==> config.mk <==
export PLATFORM = sky130hd
export DESIGN_NAME = color_blob_centroid_flat
export DESIGN_NICKNAME = d
export VERILOG_FILES = /design/src/design/cbc_pkg.sv /design/src/design/cbc_if.sv /design/src/design/cbc_front.sv /design/src/design/cbc_fifo.sv /design/src/design/cbc_accum.sv /design/src/design/cbc_div.sv /design/src/design/color_blob_centroid.sv /design/src/flat_wrapper.sv
export SDC_FILE = /design/constraint.sdc
export NUM_CORES = 1
export LEC_CHECK = 0
export BUFFER_PORTS_ARGS = -buffer_cell sky130_fd_sc_hd__buf_4
export CORE_MARGIN = 2
export CORE_UTILIZATION = 50
export CTS_CLUSTER_DIAMETER = 120
export DETAILED_ROUTE_END_ITERATION = 7
export PLACE_DENSITY = 0.67
export SYNTH_ARGS = -nofsm -noshare
export SYNTH_HDL_FRONTEND = slang
export SYNTH_SLANG_ARGS = --single-unit
==> constraint.sdc <==
create_clock -name clk_i -period 4.8 [get_ports clk_i]
set_input_delay 0.96 -clock clk_i [delete_from_list [all_inputs] [get_ports clk_i]]
set_output_delay 0.96 -clock clk_i [all_outputs]
set_load 0.005 [all_outputs]
==> src/design/cbc_pkg.sv <==
`timescale 1ns / 1ps
// cbc_pkg: shared widths, register map, reset values and the divider request type
// for the color blob centroid block. No dependencies.
package cbc_pkg;

  // Field widths fixed by the interface definition
  localparam int FW_W   = 11;   // frame_width register
  localparam int LIM_W  = 8;    // color components and limits
  localparam int SUM_W  = 30;   // column / row accumulators
  localparam int CNT_W  = 21;   // match counter
  localparam int CTR_W  = 18;   // centroid outputs
  localparam int DATA_W = 32;   // APB data
  localparam int ADDR_W = 4;    // APB byte address

  // Default build parameters
  localparam int DEF_MAX_WIDTH     = 1024;
  localparam int DEF_MAX_HEIGHT    = 1024;
  localparam int DEF_FRACTION_BITS = 8;
  localparam int FIFO_DEPTH        = 4;

  // Register reset values
  localparam logic [FW_W-1:0]  RST_FRAME_WIDTH = FW_W'(320);
  localparam logic [LIM_W-1:0] RST_RED_LIMIT   = LIM_W'(75);
  localparam logic [LIM_W-1:0] RST_GREEN_LIMIT = LIM_W'(200);
  localparam logic [LIM_W-1:0] RST_BLUE_LIMIT  = LIM_W'(75);

  // Register indexes (paddr[3:2])
  localparam logic [1:0] REG_FRAME_WIDTH = 2'd0;
  localparam logic [1:0] REG_RED_LIMIT   = 2'd1;
  localparam logic [1:0] REG_GREEN_LIMIT = 2'd2;
  localparam logic [1:0] REG_BLUE_LIMIT  = 2'd3;

  // Latched frame totals handed from the accumulator to the divider
  typedef struct packed {
    logic [SUM_W-1:0] sum_x;
    logic [SUM_W-1:0] sum_y;
    logic [CNT_W-1:0] count;
  } div_req_t;

endpackage

==> src/design/cbc_if.sv <==
`timescale 1ns / 1ps
// cbc_if: valid/ready channel interfaces for pixels in and centroids out.
// Depends on cbc_pkg for field widths.
interface pixel_if;
  import cbc_pkg::*;
  logic             valid;
  logic             ready;
  logic [LIM_W-1:0] red;
  logic [LIM_W-1:0] green;
  logic [LIM_W-1:0] blue;
  logic             end_of_frame;

  modport source (output valid, red, green, blue, end_of_frame, input ready);
  modport sink   (input valid, red, green, blue, end_of_frame, output ready);
endinterface

interface centroid_if;
  import cbc_pkg::*;
  logic             valid;
  logic             ready;
  logic [CTR_W-1:0] centre_x;
  logic [CTR_W-1:0] centre_y;
  logic [CNT_W-1:0] pixel_count;

  modport source (output valid, centre_x, centre_y, pixel_count, input ready);
  modport sink   (input valid, centre_x, centre_y, pixel_count, output ready);
endinterface

==> src/design/cbc_front.sv <==
`timescale 1ns / 1ps
// cbc_front: accepts pixels, applies the color thresholds and tracks column/row.
// Depends on cbc_pkg and pixel_if; pushes classified entries into cbc_fifo.
module cbc_front #(
  parameter int MAX_WIDTH  = cbc_pkg::DEF_MAX_WIDTH,
  parameter int MAX_HEIGHT = cbc_pkg::DEF_MAX_HEIGHT
) (
  input  logic                      clk_i,
  input  logic                      rst_ni,
  pixel_if.sink                     pix_in,
  input  logic [cbc_pkg::FW_W-1:0]  frame_width_i,
  input  logic [cbc_pkg::LIM_W-1:0] red_limit_i,
  input  logic [cbc_pkg::LIM_W-1:0] green_limit_i,
  input  logic [cbc_pkg::LIM_W-1:0] blue_limit_i,
  input  logic                      full_i,
  output logic                      push_o,
  output logic [$clog2(MAX_WIDTH)+$clog2(MAX_HEIGHT)+1:0] entry_o
);
  import cbc_pkg::*;

  localparam int ColW = $clog2(MAX_WIDTH);
  localparam int RowW = $clog2(MAX_HEIGHT);
  // compare width covers both the register and MAX_WIDTH itself
  localparam int WW   = (ColW + 1 > FW_W) ? ColW + 1 : FW_W;

  logic [ColW-1:0] col_q, col_d;
  logic [RowW-1:0] row_q, row_d;
  logic [WW-1:0]   fw_ext, w_eff, col_inc;
  logic            match;

  assign pix_in.ready = !full_i;
  assign push_o       = pix_in.valid && !full_i;

  assign match = (pix_in.red < red_limit_i) && (pix_in.green > green_limit_i) &&
                 (pix_in.blue < blue_limit_i);

  assign entry_o = {match, pix_in.end_of_frame, col_q, row_q};

  // zero width acts as one, oversize widths clamp to MAX_WIDTH
  assign fw_ext  = WW'(frame_width_i);
  assign w_eff   = (fw_ext == '0) ? WW'(1) :
                   (fw_ext > WW'(MAX_WIDTH)) ? WW'(MAX_WIDTH) : fw_ext;
  assign col_inc = WW'(col_q) + WW'(1);

  always_comb begin
    col_d = col_q;
    row_d = row_q;
    if (pix_in.end_of_frame) begin
      col_d = '0;
      row_d = '0;
    end else if (col_inc >= w_eff) begin
      col_d = '0;
      if (row_q != RowW'(MAX_HEIGHT - 1)) row_d = row_q + RowW'(1);
    end else begin
      col_d = col_inc[ColW-1:0];
    end
  end

  always_ff @(posedge clk_i or negedge rst_ni) begin
    if (!rst_ni) begin
      col_q <= '0;
      row_q <= '0;
    end else if (push_o) begin
      col_q <= col_d;
      row_q <= row_d;
    end
  end

endmodule

==> src/design/cbc_fifo.sv <==
`timescale 1ns / 1ps
// cbc_fifo: small register queue between the classifier and the accumulator.
// Depends on cbc_pkg for the default depth and the shared import convention.
module cbc_fifo #(
  parameter int WIDTH = 22,
  parameter int DEPTH = cbc_pkg::FIFO_DEPTH
) (
  input  logic             clk_i,
  input  logic             rst_ni,
  input  logic             push_i,
  input  logic [WIDTH-1:0] push_data_i,
  output logic             full_o,
  input  logic             pop_i,
  output logic             valid_o,
  output logic [WIDTH-1:0] pop_data_o
);
  import cbc_pkg::*;

  localparam int PtrW = (DEPTH > 1) ? $clog2(DEPTH) : 1;
  localparam int CntW = $clog2(DEPTH + 1);

  logic [WIDTH-1:0] mem_q [DEPTH];
  logic [PtrW-1:0]  wr_ptr_q, rd_ptr_q;
  logic [CntW-1:0]  cnt_q;

  assign full_o     = (cnt_q == CntW'(DEPTH));
  assign valid_o    = (cnt_q != '0);
  assign pop_data_o = mem_q[rd_ptr_q];

  function automatic logic [PtrW-1:0] ptr_inc(input logic [PtrW-1:0] p);
    return (p == PtrW'(DEPTH - 1)) ? '0 : p + PtrW'(1);
  endfunction

  always_ff @(posedge clk_i or negedge rst_ni) begin
    if (!rst_ni) begin
      wr_ptr_q <= '0;
      rd_ptr_q <= '0;
      cnt_q    <= '0;
    end else begin
      if (push_i) wr_ptr_q <= ptr_inc(wr_ptr_q);
      if (pop_i)  rd_ptr_q <= ptr_inc(rd_ptr_q);
      if (push_i && !pop_i)      cnt_q <= cnt_q + CntW'(1);
      else if (pop_i && !push_i) cnt_q <= cnt_q - CntW'(1);
    end
  end

  always_ff @(posedge clk_i) begin
    if (push_i) mem_q[wr_ptr_q] <= push_data_i;
  end

  assert property (@(posedge clk_i) disable iff (!rst_ni) cnt_q <= CntW'(DEPTH))
    else $error("fifo occupancy above depth");
  assert property (@(posedge clk_i) disable iff (!rst_ni) push_i |-> !full_o)
    else $error("push into full queue");
  assert property (@(posedge clk_i) disable iff (!rst_ni) pop_i |-> valid_o)
    else $error("pop from empty queue");

endmodule

==> src/design/cbc_accum.sv <==
`timescale 1ns / 1ps
// cbc_accum: drains classified pixels, keeps saturating column/row sums and the
// match count, and hands frame totals to cbc_div. Depends on cbc_pkg.
module cbc_accum #(
  parameter int MAX_WIDTH  = cbc_pkg::DEF_MAX_WIDTH,
  parameter int MAX_HEIGHT = cbc_pkg::DEF_MAX_HEIGHT
) (
  input  logic                clk_i,
  input  logic                rst_ni,
  input  logic                valid_i,
  input  logic [$clog2(MAX_WIDTH)+$clog2(MAX_HEIGHT)+1:0] entry_i,
  output logic                pop_o,
  input  logic                div_ready_i,
  output logic                req_valid_o,
  output cbc_pkg::div_req_t   req_o
);
  import cbc_pkg::*;

  localparam int ColW = $clog2(MAX_WIDTH);
  localparam int RowW = $clog2(MAX_HEIGHT);

  logic             match, eof;
  logic [ColW-1:0]  col;
  logic [RowW-1:0]  row;
  logic [SUM_W-1:0] sum_x_q, sum_y_q, sum_x_d, sum_y_d;
  logic [CNT_W-1:0] cnt_q, cnt_d;
  logic [SUM_W:0]   add_x, add_y;
  logic [CNT_W:0]   add_c;

  assign {match, eof, col, row} = entry_i;

  assign add_x = (SUM_W+1)'(sum_x_q) + (SUM_W+1)'(col);
  assign add_y = (SUM_W+1)'(sum_y_q) + (SUM_W+1)'(row);
  assign add_c = (CNT_W+1)'(cnt_q) + (CNT_W+1)'(1);

  assign sum_x_d = !match ? sum_x_q : (add_x[SUM_W] ? '1 : add_x[SUM_W-1:0]);
  assign sum_y_d = !match ? sum_y_q : (add_y[SUM_W] ? '1 : add_y[SUM_W-1:0]);
  assign cnt_d   = !match ? cnt_q   : (add_c[CNT_W] ? '1 : add_c[CNT_W-1:0]);

  // the frame's last pixel waits until the divider can take the totals
  assign pop_o       = valid_i && (!eof || div_ready_i);
  assign req_valid_o = pop_o && eof && (cnt_d != '0);
  assign req_o       = '{sum_x: sum_x_d, sum_y: sum_y_d, count: cnt_d};

  always_ff @(posedge clk_i or negedge rst_ni) begin
    if (!rst_ni) begin
      sum_x_q <= '0;
      sum_y_q <= '0;
      cnt_q   <= '0;
    end else if (pop_o) begin
      if (eof) begin
        sum_x_q <= '0;
        sum_y_q <= '0;
        cnt_q   <= '0;
      end else begin
        sum_x_q <= sum_x_d;
        sum_y_q <= sum_y_d;
        cnt_q   <= cnt_d;
      end
    end
  end

endmodule

==> src/design/cbc_div.sv <==
`timescale 1ns / 1ps
// cbc_div: bit-serial restoring divider for both centroid axes, holding the
// result as the output register. Depends on cbc_pkg and centroid_if.
module cbc_div #(
  parameter int FRACTION_BITS = cbc_pkg::DEF_FRACTION_BITS
) (
  input  logic              clk_i,
  input  logic              rst_ni,
  input  logic              req_valid_i,
  input  cbc_pkg::div_req_t req_i,
  output logic              ready_o,
  centroid_if.source        cen_out
);
  import cbc_pkg::*;

  localparam int DW   = SUM_W + FRACTION_BITS;
  localparam int StpW = $clog2(DW);

  typedef enum logic [1:0] {S_IDLE, S_RUN, S_DONE} state_e;

  state_e           state_q;
  logic [StpW-1:0]  step_q;
  logic [CNT_W-1:0] cnt_q;
  logic [CNT_W-1:0] rem_x_q, rem_y_q, rem_x_d, rem_y_d;
  logic [DW-1:0]    dq_x_q, dq_y_q;
  logic [CNT_W:0]   trial_x, trial_y, diff_x, diff_y;
  logic             ge_x, ge_y;

  // dq holds the dividend shifting out at the top and quotient bits entering below
  assign trial_x = {rem_x_q, dq_x_q[DW-1]};
  assign trial_y = {rem_y_q, dq_y_q[DW-1]};
  assign diff_x  = trial_x - {1'b0, cnt_q};
  assign diff_y  = trial_y - {1'b0, cnt_q};
  assign ge_x    = trial_x >= {1'b0, cnt_q};
  assign ge_y    = trial_y >= {1'b0, cnt_q};
  assign rem_x_d = ge_x ? diff_x[CNT_W-1:0] : trial_x[CNT_W-1:0];
  assign rem_y_d = ge_y ? diff_y[CNT_W-1:0] : trial_y[CNT_W-1:0];

  assign ready_o             = (state_q == S_IDLE);
  assign cen_out.valid       = (state_q == S_DONE);
  assign cen_out.centre_x    = (|dq_x_q[DW-1:CTR_W]) ? '1 : dq_x_q[CTR_W-1:0];
  assign cen_out.centre_y    = (|dq_y_q[DW-1:CTR_W]) ? '1 : dq_y_q[CTR_W-1:0];
  assign cen_out.pixel_count = cnt_q;

  always_ff @(posedge clk_i or negedge rst_ni) begin
    if (!rst_ni) begin
      state_q <= S_IDLE;
      step_q  <= '0;
      cnt_q   <= '0;
      rem_x_q <= '0;
      rem_y_q <= '0;
      dq_x_q  <= '0;
      dq_y_q  <= '0;
    end else begin
      unique case (state_q)
        S_IDLE: begin
          if (req_valid_i) begin
            cnt_q   <= req_i.count;
            dq_x_q  <= DW'(req_i.sum_x) << FRACTION_BITS;
            dq_y_q  <= DW'(req_i.sum_y) << FRACTION_BITS;
            rem_x_q <= '0;
            rem_y_q <= '0;
            step_q  <= '0;
            state_q <= S_RUN;
          end
        end
        S_RUN: begin
          rem_x_q <= rem_x_d;
          rem_y_q <= rem_y_d;
          dq_x_q  <= {dq_x_q[DW-2:0], ge_x};
          dq_y_q  <= {dq_y_q[DW-2:0], ge_y};
          step_q  <= step_q + StpW'(1);
          if (step_q == StpW'(DW - 1)) state_q <= S_DONE;
        end
        S_DONE: begin
          if (cen_out.ready) state_q <= S_IDLE;
        end
        default: state_q <= S_IDLE;
      endcase
    end
  end

  assert property (@(posedge clk_i) disable iff (!rst_ni)
                   cen_out.valid |-> cnt_q != '0)
    else $error("result with zero match count");
  assert property (@(posedge clk_i) disable iff (!rst_ni)
                   (req_valid_i && ready_o) |=> state_q == S_RUN && step_q == '0)
    else $error("divider did not start on request");
  assert property (@(posedge clk_i) disable iff (!rst_ni)
                   state_q == S_RUN |-> step_q <= StpW'(DW - 1))
    else $error("divider step count overran");

endmodule

==> src/design/color_blob_centroid.sv <==
`timescale 1ns / 1ps
// color_blob_centroid: top level with APB register file, classifier front end,
// queue, accumulator and serial divider. Depends on cbc_pkg, cbc_if and submodules.
//
//  channel  | dir | transaction
//  ---------+-----+-------------------------------------------------------
//  pix_in   | in  | one RGB pixel plus end_of_frame flag, raster order
//  cen_out  | out | centre_x, centre_y (8 fraction bits), pixel_count
//  apb      | in  | register write/read: frame_width, red/green/blue limits
//
// One pixel per cycle while the 4-entry queue has room; the classifier and the queue
// decouple pixel intake from the accumulator. A frame's result is computed in the
// bit-serial divider after its last pixel, while the next frame keeps streaming in.
// The next last pixel stalls in the queue until the previous result has been taken.
// Reset clears position, sums and control state and loads the register defaults;
// no result is emitted for a frame with no match.
module color_blob_centroid #(
  parameter int MAX_WIDTH     = cbc_pkg::DEF_MAX_WIDTH,
  parameter int MAX_HEIGHT    = cbc_pkg::DEF_MAX_HEIGHT,
  parameter int FRACTION_BITS = cbc_pkg::DEF_FRACTION_BITS
) (
  input  logic                       clk_i,
  input  logic                       rst_ni,
  pixel_if.sink                      pix_in,
  centroid_if.source                 cen_out,
  input  logic                       psel,
  input  logic                       penable,
  input  logic                       pwrite,
  input  logic [cbc_pkg::ADDR_W-1:0] paddr,
  input  logic [cbc_pkg::DATA_W-1:0] pwdata,
  output logic [cbc_pkg::DATA_W-1:0] prdata,
  output logic                       pready
);
  import cbc_pkg::*;

  localparam int EntW = $clog2(MAX_WIDTH) + $clog2(MAX_HEIGHT) + 2;

  logic [FW_W-1:0]  frame_width_q;
  logic [LIM_W-1:0] red_limit_q, green_limit_q, blue_limit_q;
  logic             wr_en;

  logic             full, push, pop, q_valid;
  logic [EntW-1:0]  push_entry, pop_entry;
  logic             div_ready, req_valid;
  div_req_t         req;

  // ---------------- register file ----------------
  assign pready = 1'b1;
  assign wr_en  = psel && penable && pwrite;

  always_ff @(posedge clk_i or negedge rst_ni) begin
    if (!rst_ni) begin
      frame_width_q <= RST_FRAME_WIDTH;
      red_limit_q   <= RST_RED_LIMIT;
      green_limit_q <= RST_GREEN_LIMIT;
      blue_limit_q  <= RST_BLUE_LIMIT;
    end else if (wr_en) begin
      unique case (paddr[3:2])
        REG_FRAME_WIDTH: frame_width_q <= pwdata[FW_W-1:0];
        REG_RED_LIMIT:   red_limit_q   <= pwdata[LIM_W-1:0];
        REG_GREEN_LIMIT: green_limit_q <= pwdata[LIM_W-1:0];
        REG_BLUE_LIMIT:  blue_limit_q  <= pwdata[LIM_W-1:0];
        default: ;
      endcase
    end
  end

  always_comb begin
    unique case (paddr[3:2])
      REG_FRAME_WIDTH: prdata = DATA_W'(frame_width_q);
      REG_RED_LIMIT:   prdata = DATA_W'(red_limit_q);
      REG_GREEN_LIMIT: prdata = DATA_W'(green_limit_q);
      REG_BLUE_LIMIT:  prdata = DATA_W'(blue_limit_q);
      default:         prdata = '0;
    endcase
  end

  // ---------------- datapath ----------------
  cbc_front #(
    .MAX_WIDTH  (MAX_WIDTH),
    .MAX_HEIGHT (MAX_HEIGHT)
  ) u_front (
    .clk_i         (clk_i),
    .rst_ni        (rst_ni),
    .pix_in        (pix_in),
    .frame_width_i (frame_width_q),
    .red_limit_i   (red_limit_q),
    .green_limit_i (green_limit_q),
    .blue_limit_i  (blue_limit_q),
    .full_i        (full),
    .push_o        (push),
    .entry_o       (push_entry)
  );

  cbc_fifo #(
    .WIDTH (EntW),
    .DEPTH (FIFO_DEPTH)
  ) u_fifo (
    .clk_i       (clk_i),
    .rst_ni      (rst_ni),
    .push_i      (push),
    .push_data_i (push_entry),
    .full_o      (full),
    .pop_i       (pop),
    .valid_o     (q_valid),
    .pop_data_o  (pop_entry)
  );

  cbc_accum #(
    .MAX_WIDTH  (MAX_WIDTH),
    .MAX_HEIGHT (MAX_HEIGHT)
  ) u_accum (
    .clk_i       (clk_i),
    .rst_ni      (rst_ni),
    .valid_i     (q_valid),
    .entry_i     (pop_entry),
    .pop_o       (pop),
    .div_ready_i (div_ready),
    .req_valid_o (req_valid),
    .req_o       (req)
  );

  cbc_div #(
    .FRACTION_BITS (FRACTION_BITS)
  ) u_div (
    .clk_i       (clk_i),
    .rst_ni      (rst_ni),
    .req_valid_i (req_valid),
    .req_i       (req),
    .ready_o     (div_ready),
    .cen_out     (cen_out)
  );

endmodule

==> src/flat_wrapper.sv <==
// flat-port wrapper written by rule: the top's interface ports become plain ports
module color_blob_centroid_flat import cbc_pkg::*;
#(
  parameter int MAX_WIDTH     = cbc_pkg::DEF_MAX_WIDTH,
  parameter int MAX_HEIGHT    = cbc_pkg::DEF_MAX_HEIGHT,
  parameter int FRACTION_BITS = cbc_pkg::DEF_FRACTION_BITS
)
  (clk_i, rst_ni, psel, penable, pwrite, paddr, pwdata, prdata, pready, pix_in_valid, pix_in_red, pix_in_green, pix_in_blue, pix_in_end_of_frame, pix_in_ready, cen_out_valid, cen_out_centre_x, cen_out_centre_y, cen_out_pixel_count, cen_out_ready);
  pixel_if pix_in_i ();
  centroid_if cen_out_i ();
  input  logic clk_i;
  input  logic rst_ni;
  input  logic psel;
  input  logic penable;
  input  logic pwrite;
  input  logic [cbc_pkg::ADDR_W-1:0] paddr;
  input  logic [cbc_pkg::DATA_W-1:0] pwdata;
  output logic [cbc_pkg::DATA_W-1:0] prdata;
  output logic pready;
  input wire logic [$bits(pix_in_i.valid)-1:0] pix_in_valid;
  input wire logic [$bits(pix_in_i.red)-1:0] pix_in_red;
  input wire logic [$bits(pix_in_i.green)-1:0] pix_in_green;
  input wire logic [$bits(pix_in_i.blue)-1:0] pix_in_blue;
  input wire logic [$bits(pix_in_i.end_of_frame)-1:0] pix_in_end_of_frame;
  output wire logic [$bits(pix_in_i.ready)-1:0] pix_in_ready;
  output wire logic [$bits(cen_out_i.valid)-1:0] cen_out_valid;
  output wire logic [$bits(cen_out_i.centre_x)-1:0] cen_out_centre_x;
  output wire logic [$bits(cen_out_i.centre_y)-1:0] cen_out_centre_y;
  output wire logic [$bits(cen_out_i.pixel_count)-1:0] cen_out_pixel_count;
  input wire logic [$bits(cen_out_i.ready)-1:0] cen_out_ready;
  assign pix_in_i.valid = pix_in_valid;
  assign pix_in_i.red = pix_in_red;
  assign pix_in_i.green = pix_in_green;
  assign pix_in_i.blue = pix_in_blue;
  assign pix_in_i.end_of_frame = pix_in_end_of_frame;
  assign pix_in_ready = pix_in_i.ready;
  assign cen_out_valid = cen_out_i.valid;
  assign cen_out_centre_x = cen_out_i.centre_x;
  assign cen_out_centre_y = cen_out_i.centre_y;
  assign cen_out_pixel_count = cen_out_i.pixel_count;
  assign cen_out_i.ready = cen_out_ready;
  color_blob_centroid #(.MAX_WIDTH(MAX_WIDTH), .MAX_HEIGHT(MAX_HEIGHT), .FRACTION_BITS(FRACTION_BITS)) u_core (.clk_i(clk_i), .rst_ni(rst_ni), .pix_in(pix_in_i), .cen_out(cen_out_i), .psel(psel), .penable(penable), .pwrite(pwrite), .paddr(paddr), .pwdata(pwdata), .prdata(prdata), .pready(pready));
endmodule
==> results of run 1 <==
metal layers:
metal / global-route usage, % / part of all wire, % / up-vias
met5: 0 / 0 / -
met4: 10.59 / 3.6 / 0
met3: 3.323 / 5.1 / 97
met2: 41.36 / 48 / 470
met1: 32.89 / 44 / 8512
li1: - / - / 8247
synthesized netlist by cell type, types with 16 or more instances:
library cell	instances
and3_1	30
a21o_1	32
or3_1	44
nor2b_1	16
nor4_1	21
o21ai_0	206
nor3_1	30
xnor2_1	55
nand4_1	23
mux2_2	25
o22ai_1	95
a21oi_1	132
mux4_2	30
a22o_1	24
nor2_1	138
xor2_1	32
nand2_1	265
edfxtp_1	88
nand2b_1	20
o21a_1	21
buf_4	23
clkbuf_1	100
dfrtp_1	277
nand3_1	61
inv_1	91
a31oi_1	28
ha_1	106
mux2i_1	42
path summary, 6_finish.rpt:
check	depth (start not counted)	slack, ps	startpoint	end
hold / removal	1	440	rst_ni	u_core.u_accum.sum_y_q[24]
setup reg to reg	13	630	u_core.u_fifo.rd_ptr_q[0]	u_core.u_accum.sum_x_q[10]
hold reg to reg	2	490	u_core.u_accum.sum_x_q[25]	u_core.u_accum.sum_x_q[25]
setup / recovery	13	630	u_core.u_fifo.rd_ptr_q[0]	u_core.u_accum.sum_x_q[10]
max in group asynchronous	2	3300	rst_ni	u_core.frame_width_q[6]
min in group clk_i	2	490	u_core.u_accum.sum_x_q[25]	u_core.u_accum.sum_x_q[25]
sequential cells by signal, summed over array words and instances, names as in the netlist, 10 cells and up:
name	flops
u_core.u_fifo.mem_q	88
u_core.u_div.cen_out.pixel_count	21
u_core.u_div.dq_x_q	38
u_core.frame_width_q	11
u_core.u_div.dq_y_q	38
u_core.u_front.col_q	10
u_core.u_div.rem_x_q	21
u_core.u_front.row_q	10
u_core.u_accum.sum_x_q	30
u_core.u_div.rem_y_q	21
u_core.u_accum.cnt_q	21
u_core.u_accum.sum_y_q	30
worst register-to-register path, cell delays in order, from the launching register on:
cell,delay (ps)
dfrtp_1,390
buf_4,270
mux4_2,570
ha_1,210
inv_1,70
fa_1,200
nor2b_1,60
o21a_1,180
a31o_2,250
o41ai_1,640
o31a_1,290
or3_1,470
o21ai_0,190
a22o_1,270
where the power goes:
group	total (mW)	internal (mW)	switching (mW)	leakage (nW)
clock network	3.23	1.89	1.34	0.680
logic	8.10	3.43	4.67	5.10
registers	5.32	4.45	0.869	4.38
total	16.7	9.78	6.88	10.2
cells by family (layout without fill, tap and decap cells):
kind of cell / count (synthesis) / count (layout) / synth area share, %
flip-flops: 378 / 378 / 45.91
AO/OA/AOI/OAI: 626 / 626 / 17.71
AND/OR/NAND/NOR: 698 / 698 / 15.33
multiplexers: 97 / 97 / 6.378
adder cells (fa/ha/maj): 111 / 111 / 6.604
other: 2 / 22 / 0.03477
XOR/XNOR: 87 / 87 / 3.528
buffers and inverters: 230 / 322 / 4.501
area by class of cell:
type	instances	area, sq um
multi-input cells	1641	10810
flip-flops and latches	378	9916
well taps	585	732.0
clock buffers	68	1281
fillers	3713	18500
clock inverters	11	96.34
inverters	93	349.1
repair buffers	150	1196
cells in the final DEF (no fill, tap or decap), drive strengths merged, types with 22 or more instances in the layout:
| cell type | n |
|---|---|
| mux4 | 30 |
| or3 | 44 |
| xnor2 | 55 |
| clkbuf | 68 |
| a21oi | 132 |
| mux2 | 25 |
| nand3 | 61 |
| nor3 | 31 |
| mux2i | 42 |
| and3 | 30 |
| a22o | 24 |
| buf | 150 |
| nor2 | 139 |
| ha | 106 |
| xor2 | 32 |
| a21o | 32 |
| a31oi | 28 |
| conb | 22 |
| nand4 | 23 |
| dfrtp | 277 |
| o21ai | 208 |
| o22ai | 95 |
| nand2 | 266 |
| inv | 94 |
| edfxtp | 88 |
per-stage QoR:
| stage | hold WS (ps) | util [%] |
|---|---|---|
| CTS | 485.4 | 56.86 |
| global route | 512.3 | 56.86 |
| detailed placement | 473.2 | 53.65 |
| finish | 442.3 | 56.86 |
| floorplan | 449.2 | - |
| global placement | 461.2 | 53.65 |
==> metrics.txt, run 1 <==
Synth Cell Area 21,600 sq um; vias per std cell 5.921; P per Cell Area 683.1 nW/um^2; Ys Warns 0; clock insertion delay at the later pin of the skew report 570 ps; Hold Path Class primary input to asynchronous set/reset pin; CTS Buf Count 43; dpl hpwl 37.91 mm; Placement Setup Slack 638.2 ps; clock sink total 378; Post-DP Area 23,010 sq um; Vias 17,330; synthesis-stage register bit count 378; Max Slew Vio Count 0; max-cap viol count 0; Worst-path clk slew 60 ps; CP Capture Type register; syn_area_per_cell 9.690 sq um; total negative setup slack 0 ps; final wirelength 55.26 mm; CTS H-tree lvls 2; post-synthesis sequential area ratio 45.91%; Final Non-Filler Cells 2,926; PnR worst setup slack 629.2 ps; gr usage total 24.90%; Leakage 10.16 nW; slowest stage cell, crit path o41ai_1; share of cells above drive strength 1 13.11%; starting DRC count in detailed routing 1,440; fmax 239.8 MHz; Clock Skew 17.00 ps; worst path bufs/invs 2; IO Pins 160; placement row count 76; Final Cell Area 24,380 sq um; startpoint types register; initial antenna violation count 0; PortBufs 114; die width 211.8 um; predominant post-synthesis flop cell dfrtp_1; CTS resizes 0; vias in the first global route 17,040; cell family with most CP delay compound AO/OA/AOI/OAI gates; Worst-Margin Slew 1039 ps; Slew headroom 30.72%; CTS tree built; Tmin final 4171 ps; DRC viols 0; Final ANT Viol Nets 0; Die ar. 44,880 sq um; Max IR drop VDD 0.3841 mV; initial core utilization 50.36%; clock root buffer master clkbuf_16; Routed WL per cell 18.88 um; area delta synth->final 12.89%; Synth cell types 76; # Post-CTS Setup Buffers 0; hold buffers post-CTS 0; DIE HEIGHT 211.8 um; # setup viols final 0; CP Cell Sequence buf_4, mux4_2, ha_1, inv_1, fa_1, nor2b_1, o21a_1, a31o_2, o41ai_1, o31a_1, or3_1, o21ai_0, a22o_1; max incr delay on CP 640 ps; top cell type's share of synthesized area 32.09%; cell count after placement 2,847; Post-synth EDFFs 88; Fin. Hold Viols 0; largest net degree at the start of global routing 109; grt total ovfl 0; Arr. time, crit path 4630 ps; Synth async-reset ratio 76.72%; Clock Path Buffers 3; crit share post-route 86.89%; Cells after Synth 2,229; GP Congestion 0.8966; Worst EP required 5260 ps; RSZ-0062 raised after global routing false; first-pass GRT wire length 88.54 mm; Pwr Total 16.66 mW; drt first pass iters 5; status finished, final reports clean; WS Path Type register to register; cell taking the most area after synthesis dfrtp_1; number of nets in the layout 2,486; synth top area cells dfrtp_1, edfxtp_1, ha_1; Core ar. 42,890 sq um; Worst Path Max Fanout 14; ANT cells 0
No activity file was read; power rests on OpenSTA's default activity.
==> run 2: changes to the inputs <==
Settings changed: ABC_AREA set to 1, CORE_ASPECT_RATIO set to 1.4.
==> run 2 against run 1 <==
Critical path depth rose by 7. Die area rose by 5.3%. Critical endpoint is now u_core.u_div.dq_x_q[18]. Synthesized cell count rose by 34%. Global-route usage fell by 0.29 points. Largest cell class unchanged. Power rose by 2.2%.
==> metrics.txt, run 2 <==
slowest stage cell, crit path dfrtp_1; largest net degree at the start of global routing 168; IO Pins 160; Cells after Synth 2,976; Ys Warns 0; most flop-heavy register u_core.u_fifo.mem_q; share of cells above drive strength 1 8.168%; total negative setup slack 0 ps; placement row count 92; PnR worst setup slack 579.0 ps; Min Hold Slack 436.9 ps; synth top area cells dfrtp_1, nand2_1, edfxtp_1; Hold Path Class primary input to asynchronous set/reset pin; Synth cell types 47; CP most frequent cell nand2_1; clock insertion delay at the later pin of the skew report 560 ps; FILL cells 4,209; synthesis-stage register bit count 378; CTS H-tree lvls 2; dpl hpwl 41.03 mm; max-cap viol count 0; Synth Cell Area 22,760 sq um; Die ar. 47,270 sq um; hold buffers post-CTS 0; Slew headroom 20.51%; Clock Path Buffers 3; Synth async-reset ratio 76.72%; drt first pass iters 7; clock root buffer master clkbuf_16; commonest non-fill, non-tap cells in the layout nand2_1, inv_1, nand3_1; vias per std cell 5.443; DRC viols 0; Worst Path Max Fanout 27; initial core utilization 50.57%; initial antenna violation count 0; first-pass GRT wire length 95.83 mm; Clock Skew 24.18 ps; PortBufs 114; cell taking the most area after synthesis dfrtp_1; crit share post-route 87.94%; max incr delay on CP 450 ps; syn_area_per_cell 7.648 sq um; final wirelength 57.79 mm; Post-synth EDFFs 88; fmax 236.9 MHz; Worst-Margin Slew 1189 ps; grt total ovfl 0; WS Path Type register to register; Max Slew Vio Count 0; DIE HEIGHT 256.4 um; CP Cell Sequence inv_2, o21ai_0, o22ai_1, ha_1, inv_1, fa_1, nand3b_1, nand2_1, nand3_1, nand2_1, nand2_1, nand2_1, nand3_1, nor2_1, nand2_1, inv_1, nor2_1, o21ai_0, nand2_1, nand2_1; cell count after placement 3,610; gr usage total 24.61%; Routed WL per cell 15.69 um; # Post-CTS Setup Buffers 0; Final ANT Viol Nets 0; max FFs per register 88; top cell type's share of synthesized area 30.46%; Worst EP required 5300 ps; Placement Setup Slack 601.6 ps; clock sink total 378; Max IR drop VDD 0.5666 mV; CTS tree built; vias in the first global route 19,670; GP Congestion 0.9113; Worst-path clk slew 60 ps; Final Non-Filler Cells 3,684; Fin. Hold Viols 0; Core ar. 45,010 sq um; CP Capture Type register; CTS resizes 0; Vias 20,050; post-synthesis sequential area ratio 43.57%; Tmin final 4221 ps; # setup viols final 0; largest registers u_core.u_fifo.mem_q: 88 flops, u_core.u_div.dq_x_q: 38 flops, u_core.u_div.dq_y_q: 38 flops; startpoint types register; predominant post-synthesis flop cell dfrtp_1; die width 184.3 um; CTS Buf Count 40; area delta synth->final 11.37%; ANT cells 0; most common cell in the netlist nand2_1; leading cell types by count after synthesis nand2_1, inv_1, nand3_1, o21ai_0, dfrtp_1; starting DRC count in detailed routing 1,165; leading cell type in the layout, fill and taps excluded nand2_1; Arr. time, crit path 4720 ps; Leakage 11.78 nW; P per Cell Area 671.6 nW/um^2; RSZ-0062 raised after global routing false; number of nets in the layout 3,220; status finished, final reports clean
[run 2: changes by cell type after synthesis, moves of 30 or more]
cell and delta:
nand3_1 +224, mux4_2 -30, mux2i_1 -42, nand2_1 +577, o21ai_0 +73, o22ai_1 -34, nor2_1 +49, or3_1 -44
inv_1 +219, xnor2_1 -33
[run 2: stage by stage]
step | cell area [sq um] | utilization, % | total power, mW
after floorplan | 22830 | - | 11.84
after global placement | 24010 | 53.36 | 13.60
after detailed placement | 24010 | 53.36 | 13.87
after CTS | 25350 | 56.32 | 17.09
after global routing | 25350 | 56.32 | 18.57
final | 25350 | 56.32 | 17.02
[run 2: kinds of logic after synthesis]
logic type	after synthesis	synth area share [%]
AOI/OAI and AO/OA	528	12.59
xor gates and xnor gates	71	2.732
adders and majority gates	111	6.267
buffers and inverters	456	8.472
DFF	378	43.57
muxes	1	0.04947
other	2	0.03300
and+or+nand+nor	1429	26.29
[run 2: path summary, 6_finish.rpt]
path	depth (start not counted)	end	slack (ps)	start
max	20	u_core.u_div.dq_x_q[18]	580	u_core.u_fifo.rd_ptr_q[1]
min	1	u_core.u_div.rem_y_q[14]	440	rst_ni
max reg2reg	20	u_core.u_div.dq_x_q[18]	580	u_core.u_fifo.rd_ptr_q[1]
min reg2reg	2	u_core.blue_limit_q[2]	490	u_core.blue_limit_q[2]
max in group asynchronous	2	u_core.u_fifo.cnt_q[1]	3290	rst_ni
min in group clk_i	2	u_core.blue_limit_q[2]	490	u_core.blue_limit_q[2]
[run 2: layout make-up]
class | instances | area (sq um) | area share [%]
Clock buffer | 54 | 1119 | 4.413
Timing Repair Buffer | 142 | 1111 | 4.383
Tap cell | 611 | 764.5 | 3.016
Multi-Input combinational cell | 2162 | 11030 | 43.51
Clock inverter | 20 | 214.0 | 0.8441
Sequential cell | 378 | 9916 | 39.12
Inverter | 317 | 1195 | 4.714
[run 2: report_power, final]
| part | switching [mW] | internal (mW) |
|---|---|---|
| clock network | 1.34 | 1.81 |
| logic | 5.73 | 3.05 |
| registers | 0.749 | 4.35 |
[run 2: worst max-delay path, delay by kind of cell (launching register included)]
kind,cells,cell delay [ps]
and+or+nand+nor,12,1850
DFF,1,450
buffers and inverters,3,730
adders and majority gates,2,620
AOI/OAI and AO/OA,3,520
[run 2: layer usage]
metal | vias up | routed length, um | GRT usage, %
met3 | 101 | 1926 | 2.769
met2 | 398 | 29830 | 44.90
met1 | 9571 | 24320 | 29.71
met5 | - | 0 | 0
li1 | 9981 | - | -
met4 | 0 | 1720 | 8.622
